--- src/hw/rtl/u8d_pkg.sv ---
// Shared types and constants of the UTF-8 stream decoder
`default_nettype none

package u8d_pkg;

    // Byte classes sorted out by the front end
    typedef enum logic [2:0] {
        CLS_ASCII,
        CLS_CONT,
        CLS_LEAD2,
        CLS_LEAD3,
        CLS_LEAD4,
        CLS_BAD
    } t_byte_class;

    // One classified byte as it waits in the queue
    typedef struct packed {
        t_byte_class cls;
        logic [6:0]  bits;
    } t_q_item;

    // Queue between front and back end
    localparam int QAW    = 2;
    localparam int QDEPTH = 1 << QAW;

    // Code point limits
    localparam logic [20:0] CP_SURR_LO  = 21'h00D800;
    localparam logic [20:0] CP_SURR_HI  = 21'h00DFFF;
    localparam logic [20:0] CP_MIN2     = 21'h000080;
    localparam logic [20:0] CP_MAX2     = 21'h0007FF;
    localparam logic [20:0] CP_MIN3     = 21'h000800;
    localparam logic [20:0] CP_MAX3     = 21'h00FFFF;
    localparam logic [20:0] CP_MIN4     = 21'h010000;
    localparam logic [20:0] CP_MAX4     = 21'h10FFFF;

endpackage

`default_nettype wire

--- src/hw/rtl/u8d_front.sv ---
// Front end: accept bytes and classify them for the queue
`default_nettype none

module u8d_front
    import u8d_pkg::*;
(
    input  wire logic       i_push,
    input  wire logic [7:0] i_data_byte,
    input  wire logic       i_full,
    output t_q_item         o_item,
    output logic            o_push
);

    // Sort the byte by its leading ones
    function automatic t_byte_class classify(input logic [7:0] b);
        t_byte_class c;
        case (b) inside
            [8'h00:8'h7F]: c = CLS_ASCII;
            [8'h80:8'hBF]: c = CLS_CONT;
            [8'hC0:8'hDF]: c = CLS_LEAD2;
            [8'hE0:8'hEF]: c = CLS_LEAD3;
            [8'hF0:8'hF7]: c = CLS_LEAD4;
            default:       c = CLS_BAD;
        endcase
        return c;
    endfunction

    // Pass the classified byte on when the queue has room
    always_comb begin
        o_item.cls  = classify(i_data_byte);
        o_item.bits = i_data_byte[6:0];
        o_push      = i_push && !i_full;
    end

endmodule

`default_nettype wire

--- src/hw/rtl/u8d_queue.sv ---
// Small queue of classified bytes between front and back end
`default_nettype none

module u8d_queue
    import u8d_pkg::*;
(
    input  wire logic    i_clk,
    input  wire logic    i_rst_n,
    input  wire logic    i_push,
    input  wire t_q_item i_item,
    output logic         o_full,
    input  wire logic    i_pop,
    output t_q_item      o_item,
    output logic         o_empty
);

    t_q_item          r_mem [QDEPTH];
    logic [QAW-1:0]   r_wr_ptr, n_wr_ptr;
    logic [QAW-1:0]   r_rd_ptr, n_rd_ptr;
    logic [QAW:0]     r_count,  n_count;

    // Advance pointers and count
    always_comb begin
        n_wr_ptr = r_wr_ptr;
        n_rd_ptr = r_rd_ptr;
        n_count  = r_count;
        if (i_push) begin
            n_wr_ptr = r_wr_ptr + 1'b1;
        end
        if (i_pop) begin
            n_rd_ptr = r_rd_ptr + 1'b1;
        end
        if (i_push && !i_pop) begin
            n_count = r_count + 1'b1;
        end else if (!i_push && i_pop) begin
            n_count = r_count - 1'b1;
        end
    end

    always_ff @(posedge i_clk) begin
        if (!i_rst_n) begin
            r_wr_ptr <= '0;
            r_rd_ptr <= '0;
            r_count  <= '0;
        end else begin
            r_wr_ptr <= n_wr_ptr;
            r_rd_ptr <= n_rd_ptr;
            r_count  <= n_count;
        end
    end

    // Store the incoming transaction
    always_ff @(posedge i_clk) begin
        if (i_push) begin
            r_mem[r_wr_ptr] <= i_item;
        end
    end

    assign o_item  = r_mem[r_rd_ptr];
    assign o_full  = (r_count == (QAW+1)'(QDEPTH));
    assign o_empty = (r_count == '0);

endmodule

`default_nettype wire

--- src/hw/rtl/u8d_back.sv ---
// Back end: sequence decoding, value checks and result register
`default_nettype none

module u8d_back
    import u8d_pkg::*;
(
    input  wire logic         i_clk,
    input  wire logic         i_rst_n,
    input  wire t_q_item      i_item,
    input  wire logic         i_q_empty,
    output logic              o_q_pop,
    input  wire logic         i_pop,
    output logic              o_empty,
    output logic [20:0]       o_code_point,
    output logic [2:0]        o_seq_bytes,
    output logic              o_error
);

    logic [1:0]  r_pending, n_pending;
    logic [2:0]  r_total,   n_total;
    logic [20:0] r_code,    n_code;
    logic        r_out_valid, n_out_valid;
    logic [20:0] r_cp;
    logic [2:0]  r_len;
    logic        r_err;

    logic        adv;
    logic        res_valid;
    logic [20:0] res_cp;
    logic [2:0]  res_len;
    logic        res_err;
    logic [20:0] acc;

    // Check a finished value against its length
    function automatic logic value_ok(input logic [20:0] cp, input logic [2:0] len);
        logic ok;
        if (cp >= CP_SURR_LO && cp <= CP_SURR_HI) begin
            ok = 1'b0;
        end else begin
            case (len)
                3'd2:    ok = (cp >= CP_MIN2) && (cp <= CP_MAX2);
                3'd3:    ok = (cp >= CP_MIN3) && (cp <= CP_MAX3);
                3'd4:    ok = (cp >= CP_MIN4) && (cp <= CP_MAX4);
                default: ok = 1'b0;
            endcase
        end
        return ok;
    endfunction

    // Take a queued byte whenever the result slot is free or being drained
    assign adv     = !i_q_empty && (!r_out_valid || i_pop);
    assign o_q_pop = adv;
    assign acc     = {r_code[14:0], i_item.bits[5:0]};

    // Decode one byte
    always_comb begin
        n_pending = r_pending;
        n_total   = r_total;
        n_code    = r_code;
        res_valid = 1'b0;
        res_cp    = '0;
        res_len   = 3'd1;
        res_err   = 1'b0;
        if (adv) begin
            if (r_pending == 2'd0) begin
                case (i_item.cls)
                    CLS_ASCII: begin
                        res_valid = 1'b1;
                        res_cp    = {14'd0, i_item.bits};
                    end
                    CLS_LEAD2: begin
                        n_total   = 3'd2;
                        n_pending = 2'd1;
                        n_code    = {16'd0, i_item.bits[4:0]};
                    end
                    CLS_LEAD3: begin
                        n_total   = 3'd3;
                        n_pending = 2'd2;
                        n_code    = {17'd0, i_item.bits[3:0]};
                    end
                    CLS_LEAD4: begin
                        n_total   = 3'd4;
                        n_pending = 2'd3;
                        n_code    = {18'd0, i_item.bits[2:0]};
                    end
                    default: begin
                        // stray continuation or invalid lead
                        res_valid = 1'b1;
                        res_err   = 1'b1;
                    end
                endcase
            end else if (i_item.cls != CLS_CONT) begin
                // drop the byte that broke the sequence and go idle
                res_valid = 1'b1;
                res_err   = 1'b1;
                res_len   = r_total - {1'b0, r_pending} + 3'd1;
                n_pending = '0;
                n_total   = '0;
                n_code    = '0;
            end else if (r_pending == 2'd1) begin
                res_valid = 1'b1;
                res_len   = r_total;
                if (value_ok(acc, r_total)) begin
                    res_cp = acc;
                end else begin
                    res_err = 1'b1;
                end
                n_pending = '0;
                n_total   = '0;
                n_code    = '0;
            end else begin
                n_pending = r_pending - 2'd1;
                n_code    = acc;
            end
        end
    end

    // Load a new result or release the taken one
    always_comb begin
        n_out_valid = r_out_valid;
        if (res_valid) begin
            n_out_valid = 1'b1;
        end else if (i_pop) begin
            n_out_valid = 1'b0;
        end
    end

    always_ff @(posedge i_clk) begin
        if (!i_rst_n) begin
            r_pending   <= '0;
            r_total     <= '0;
            r_code      <= '0;
            r_out_valid <= 1'b0;
        end else begin
            r_pending   <= n_pending;
            r_total     <= n_total;
            r_code      <= n_code;
            r_out_valid <= n_out_valid;
        end
    end

    // Hold the result payload
    always_ff @(posedge i_clk) begin
        if (res_valid) begin
            r_cp  <= res_cp;
            r_len <= res_len;
            r_err <= res_err;
        end
    end

    assign o_empty      = !r_out_valid;
    assign o_code_point = r_cp;
    assign o_seq_bytes  = r_len;
    assign o_error      = r_err;

endmodule

`default_nettype wire

--- src/hw/rtl/utf8_stream_decoder_unit.sv ---
// Strict UTF-8 stream decoder: one byte in, at most one code point or error out.
// Bytes are pushed on a queue-like input and classified at once; a four-entry queue
// feeds the decoder, which takes one byte per clock and writes each finished code point
// or error into a single result register that is read like a queue. The sustained rate
// is one byte per cycle, set by the decoder consuming one queued byte each cycle while
// the result register is free or being popped. With the queue empty and the result
// register free, the byte ending a sequence passes through the queue and is decoded
// into the result register, which drives the outputs. While a result waits unpopped
// the decoder stops, and after at most four more bytes the input reports full. Lead
// bytes and inner continuation bytes produce no result; an invalid byte produces an
// error result with a zero code point.
`default_nettype none

module utf8_stream_decoder_unit
    import u8d_pkg::*;
(
    input  wire logic        i_clk,
    input  wire logic        i_rst_n,
    input  wire logic        i_push,
    input  wire logic [7:0]  i_data_byte,
    output logic             o_full,
    input  wire logic        i_pop,
    output logic             o_empty,
    output logic [20:0]      o_code_point,
    output logic [2:0]       o_seq_bytes,
    output logic             o_error
);

    t_q_item in_item;
    t_q_item out_item;
    logic    q_push;
    logic    q_pop;
    logic    q_empty;

    u8d_front u_front (
        .i_push      (i_push),
        .i_data_byte (i_data_byte),
        .i_full      (o_full),
        .o_item      (in_item),
        .o_push      (q_push)
    );

    u8d_queue u_queue (
        .i_clk   (i_clk),
        .i_rst_n (i_rst_n),
        .i_push  (q_push),
        .i_item  (in_item),
        .o_full  (o_full),
        .i_pop   (q_pop),
        .o_item  (out_item),
        .o_empty (q_empty)
    );

    u8d_back u_back (
        .i_clk        (i_clk),
        .i_rst_n      (i_rst_n),
        .i_item       (out_item),
        .i_q_empty    (q_empty),
        .o_q_pop      (q_pop),
        .i_pop        (i_pop),
        .o_empty      (o_empty),
        .o_code_point (o_code_point),
        .o_seq_bytes  (o_seq_bytes),
        .o_error      (o_error)
    );

endmodule

`default_nettype wire

--- config.mk ---
export PLATFORM = sky130hd
export DESIGN_NAME = utf8_stream_decoder_unit
export DESIGN_NICKNAME = d
export VERILOG_FILES = /design/src/hw/rtl/u8d_pkg.sv /design/src/hw/rtl/u8d_front.sv /design/src/hw/rtl/u8d_queue.sv /design/src/hw/rtl/u8d_back.sv /design/src/hw/rtl/utf8_stream_decoder_unit.sv
export SDC_FILE = /design/constraint.sdc
export NUM_CORES = 1
export LEC_CHECK = 0
export ABC_AREA = 1
export BUFFER_PORTS_ARGS = -buffer_cell sky130_fd_sc_hd__buf_2
export CORE_ASPECT_RATIO = 0.7
export CORE_MARGIN = 5
export CORE_UTILIZATION = 55
export DETAILED_ROUTE_END_ITERATION = 12
export GPL_TIMING_DRIVEN = 0
export PLACE_DENSITY = 0.75
export SYNTH_ARGS = -nofsm -noshare
export SYNTH_HDL_FRONTEND = slang
export SYNTH_HIERARCHICAL = 1
export SYNTH_SLANG_ARGS = --single-unit
--- constraint.sdc ---
create_clock -name i_clk -period 4 [get_ports i_clk]
set_input_delay 0.8 -clock i_clk [delete_from_list [all_inputs] [get_ports i_clk]]
set_output_delay 0.8 -clock i_clk [all_outputs]
set_load 0.05 [all_outputs]
Yosys cells after proc, flatten, opt, wreduce, memory -nomap -nowiden
Memories as Yosys holds them, arrays and structs flattened. A register that Yosys moved wholly into a read port is not among the register bits.
Index checks and enable logic that the tools add are counted.

cells by class
  $add $sub $neg = 7
  magnitude comparators = 18
  equal/unequal tests = 10
  multiplexer cells = 48
  bitwise logic cells = 1
  reductions and logical operators = 30

operator list
  cell                  count
  $mux 21               4
  $mux 15               3
  $pmux 15 s3           1
  $le 21x16->1 const B  2
  $mux 3                11
  $ge 8x8->1 const B    4
  $le 8x8->1 const B    4
  $ge 21x12->1 const B  1
  $ge 21x16->1 const B  1
  $ge 21x17->1 const B  1
  $ge 21x8->1 const B   1
  $le 21x11->1 const B  1
  $le 21x21->1 const B  1
  $mux 1                20
  $logic_and 1x1->1     13
  $eq 3x2->1 const B    4
  $mux 2                5
  $eq 3x3->1 const B    3
  $pmux 3 s3            1
  $ge 8x1->1 const B    1
  $le 8x7->1 const B    1
  $mux 7                1
  $add 3x1->3 const B   2
  $logic_not 3->1       2
  other kinds (20)      26

storage, ports and cells
  register bits = 53
  memory bits (writable) = 40
  bits of input ports = 12
  output and inout port bits = 27
  word-level logic and storage cells = 125
  memories kept = 1

memories
  memory         words  width  rd ports  clocked after Yosys merged registers in  wr ports  line             RTL
  u_queue.r_mem  4      10     1         1                                        1         u8d_queue.sv:17  t_q_item r_mem [QDEPTH];

Logic depth before layout (Yosys ltp)
  depth after elaboration = 12
  gate-level depth with buffers = 13
  depth with buffers taken out = 12

Hierarchy
Netlist, hierarchy kept.

by module, submodules not included
  module     instances  cells each  area an instance (µm²)  seq. area each (µm²)
  u8d_back   1          254         2222.1                  1171.1
  u8d_queue  1          155         1959.4                  1381.3
  u8d_front  1          19          106.4                   0.0

Worst setup path after synthesis
OpenSTA, ideal clock, no wires.

  path kind = register to register
  from = reg with a tool-made name
  to = reg u_back.r_cp[0], in the netlist u_back/o_code_point[0], enable pin
  setup time = 408 ps
  data arrival time = 2493 ps
  data required time = 3592 ps
  setup slack = 1099 ps
  cell stages (with the launch flop) = 10
  buffers on the path = 0
  period minus slack after synthesis = 2901 ps
  cells stage by stage = dfxtp_1 > inv_1 > o21ai_1 > o22ai_1 > nor3_4 > nand2_2 > nor2_1 > inv_1 > nand2_1 > nor2_1

RTL lines
  element                 line             RTL
  end signal: assignment  u8d_back.sv:145  r_cp <= res_cp;
  end: declaration        u8d_back.sv:23   logic [20:0] r_cp;

==> reports/summary.txt <==
===============================================================================================
Post-CTS Setup Repair Bufs                                                                    0
Clock latency at the later pin of the worst-skew pair                                    360 ps
Vias in the first global route                                                             2953
Worst EP required                                                                       4070 ps
Family with the most delay on the worst path                                       simple AND/OR/NAND/NOR gates
Clock input transition at the sequential cells of the worst setup and hold paths          90 ps
Most frequent cells in the layout                                                  sky130_fd_sc_hd__nor2_1 (65), sky130_fd_sc_hd__edfxtp_1 (65), sky130_fd_sc_hd__inv_1 (62)
Clock tree from TritonCTS                                                                  done
Hold Crit Class                                                                    flop to flop
IR drop worst, VDD                                                                       535 µV
Congestion Overflow GR                                                                        0
Post-route core utilization                                                               64.7%
Synthesized area divided by synthesized cell count                                     10.0 µm²
Routability congestion estimate                                                           0.880
Starting Density                                                                          57.6%
Count of final hold-check violations                                                          0
Cell area after synthesis                                                              4290 µm²
Type of the worst setup path                                                       flop to flop
Post-Route Skew                                                                         11.6 ps
Die area                                                                               9690 µm²
Wire length of the first global-routing pass                                           14700 µm
Startpoint Class                                                                           flop
Root Buffer Master                                                                 sky130_fd_sc_hd__clkbuf_8
Core outline area                                                                      7450 µm²
Gate count after technology mapping                                                         428
Number of slew-limit violations in the final report                                           0
Detail-routed net length per standard cell                                              15.1 µm
Post-route DRC violation count                                                                0
Number of max-capacitance violations reported                                                 0
Port Buffer Count                                                                            35
Measured slew at the worst slew-check pin                                                708 ps
Worst path arrival time                                                                 3000 ps
Areal power density over the cells                                                   870 nW/µm²
Antenna violations before repair                                                              0
Routed vias                                                                                3223
Series of cell instances along the critical path                                   inv_1 > o21ai_1 > o22ai_1 > nor3_4 > nand2_2 > nor2_1 > inv_1 > nand2_1 > nor2_2 > buf_16
Slack of the worst reg-to-reg path                                                      1070 ps
Dpl hpwl                                                                                6260 µm
Synthesized net count                                                                       451
Setup repair after global routing missed its margin                                       false
Library cells used by synthesis                                                              34
Post-detailed-route count of antenna-violating nets                                           0
Portion of the post-synthesis area used by sequential elements                            59.5%
Final total negative setup slack                                                           0 ps
H-Tree Depth                                                                                  3
Clock sink total                                                                             95
CTS buffer count                                                                              9
Leakage                                                                                 1.97 nW
Relative slew slack                                                                       52.8%
Detailed router's first-iteration violation count                                           360
Post-detailed-route via-to-cell ratio                                                      5.58
CP Capture Type                                                                            flop
Final wirelength                                                                        8760 µm
Final worst path period need                                                            2930 ps
P&R area growth vs syn                                                                    12.4%
Status                                                                             finished clean
Die X-Extent                                                                             116 µm
Critical path buffer and inverter count                                                       3
Top cell by count, worst path                                                      sky130_fd_sc_hd__inv_1
Floorplan row count                                                                          26
Pin count of the biggest net entering global routing                                         18
Quantity of gates resized following cts                                                       0
CTS Hold Buffers Added                                                                        0
Register bit count reported by yosys                                                         95
First-pass detailed-route iteration total                                                     5
Final period utilization                                                                  73.4%
Setup violations, final                                                                       0
Largest stage delay, worst path                                                          560 ps
Maximum clock rate                                                                    0.341 GHz
Number of inserted diodes                                                                     0
Nets@finish                                                                                 498
Total track usage                                                                         19.5%
Yosys warnings                                                                                6
Fraction of final layout cells sized beyond drive strength 1                              17.7%
Count of boundary I/O pins                                                                   39
Slowest library cell on the worst path                                             sky130_fd_sc_hd__nor2_2
Worst-path fanout max                                                                        17
Clk buf depth                                                                                 2
Die Height                                                                              83.9 µm
===============================================================================================
[logic make-up (layout without fill, tap and decap cells)]
logic type / after synthesis / in the layout / share of synthesized area (%)
AOI/OAI and AO/OA: 95 / 95 / 13.0
DFF: 95 / 95 / 59.5
and+or+nand+nor: 144 / 144 / 15.1
adders and majority gates: 11 / 11 / 3.38
buffers and inverters: 82 / 134 / 8.78
xor gates and xnor gates: 1 / 1 / 0.204
[routing by layer]
metal  vias up  track usage (%)  wire length (µm)
met1      1492             29.5              4000
met2       162             27.7              3810
li1       1551                -                 -
met4         0             6.40               138
met3        18             4.06               807
met5         -                0                 0
[synth_stat cells]
cell / instances / area (µm²)
sky130_fd_sc_hd__nor2_1: 66 / 248
sky130_fd_sc_hd__edfxtp_1: 65 / 1950
sky130_fd_sc_hd__inv_1: 62 / 233
sky130_fd_sc_hd__nand2_1: 39 / 146
sky130_fd_sc_hd__a21oi_1: 35 / 175
sky130_fd_sc_hd__dfxtp_1: 30 / 601
sky130_fd_sc_hd__o21ai_1: 16 / 80.1
sky130_fd_sc_hd__a211oi_1: 13 / 97.6
sky130_fd_sc_hd__o21ai_0: 13 / 65.1
sky130_fd_sc_hd__nand4_1: 12 / 75.1
sky130_fd_sc_hd__ha_1: 10 / 125
sky130_fd_sc_hd__nand3_1: 10 / 50.1
sky130_fd_sc_hd__o22ai_1: 10 / 62.6
sky130_fd_sc_hd__buf_4: 9 / 67.6
sky130_fd_sc_hd__nor3_1: 6 / 30.0
sky130_fd_sc_hd__buf_2: 4 / 20.0
sky130_fd_sc_hd__buf_6: 4 / 45.0
sky130_fd_sc_hd__o21ai_2: 4 / 35.0
sky130_fd_sc_hd__nand2_2: 3 / 18.8
sky130_fd_sc_hd__nand4_2: 2 / 25.0
sky130_fd_sc_hd__nor2_2: 2 / 12.5
sky130_fd_sc_hd__a211o_1: 1 / 8.76
sky130_fd_sc_hd__a21oi_4: 1 / 16.3
sky130_fd_sc_hd__a31oi_1: 1 / 6.26
sky130_fd_sc_hd__clkbuf_1: 1 / 3.75
sky130_fd_sc_hd__clkinv_1: 1 / 3.75
sky130_fd_sc_hd__fa_1: 1 / 20.0
sky130_fd_sc_hd__inv_2: 1 / 3.75
sky130_fd_sc_hd__nand3_2: 1 / 10.0
sky130_fd_sc_hd__nand3b_1: 1 / 7.51
sky130_fd_sc_hd__nor3_4: 1 / 16.3
sky130_fd_sc_hd__o22ai_2: 1 / 12.5
sky130_fd_sc_hd__or2_1: 1 / 6.26
sky130_fd_sc_hd__xor2_1: 1 / 8.76
[sequential cells by signal, indices dropped and copies added (netlist names), named ones only]
register,flops
u_back/o_code_point,21
u_back/o_error,1
u_back/o_seq_bytes,3
u_back/r_code,15
u_back/r_out_valid,1
u_back/r_pending,2
u_back/r_total,3
u_queue/r_count,3
u_queue/r_mem,40
u_queue/r_rd_ptr,2
u_queue/r_wr_ptr,2
[per-stage QoR]
step / total power [mW] / cells / setup slack (ps) / cell area (µm²) / hold WS [ps]
2_1_floorplan: 3.02 / 428 / 1100 / 4290 / 412
3_3_place_gp: 3.43 / 561 / 256 / 4590 / 424
3_5_place_dp: 3.54 / 562 / 1130 / 4620 / 432
4_1_cts: 4.19 / 578 / 1100 / 4820 / 448
5_1_grt: 4.47 / 578 / 844 / 4820 / 494
6_report: 4.19 / 578 / 1070 / 4820 / 451
[power breakdown]
part	internal (mW)	total (mW)	switching (mW)
logic	0.553	2.06	1.51
clock network	0.312	0.638	0.326
registers	1.38	1.49	0.112
[path summary, 6_finish.rpt]
check | startpoint | endpoint | cells after the start
worst max-delay path | flop | u_back/o_code_point[4] | 10
worst min-delay path | u_queue/r_rd_ptr[1] | u_queue/r_rd_ptr[1] | 1
worst max register to register | flop | u_back/o_code_point[4] | 10
worst min register to register | u_queue/r_rd_ptr[1] | u_queue/r_rd_ptr[1] | 1
[area by class of cell]
cell class              instances  area (µm²)
clock buffers                  11         141
inverters                      64         240
multi-input cells             251        1360
clock inverters                 5        63.8
flip-flops and latches         95        2550
well taps                      98         123
fillers                       581        2630
plain buffers                  18         136
repair buffers                 36         203
Power figures use the tool's default switching activity.
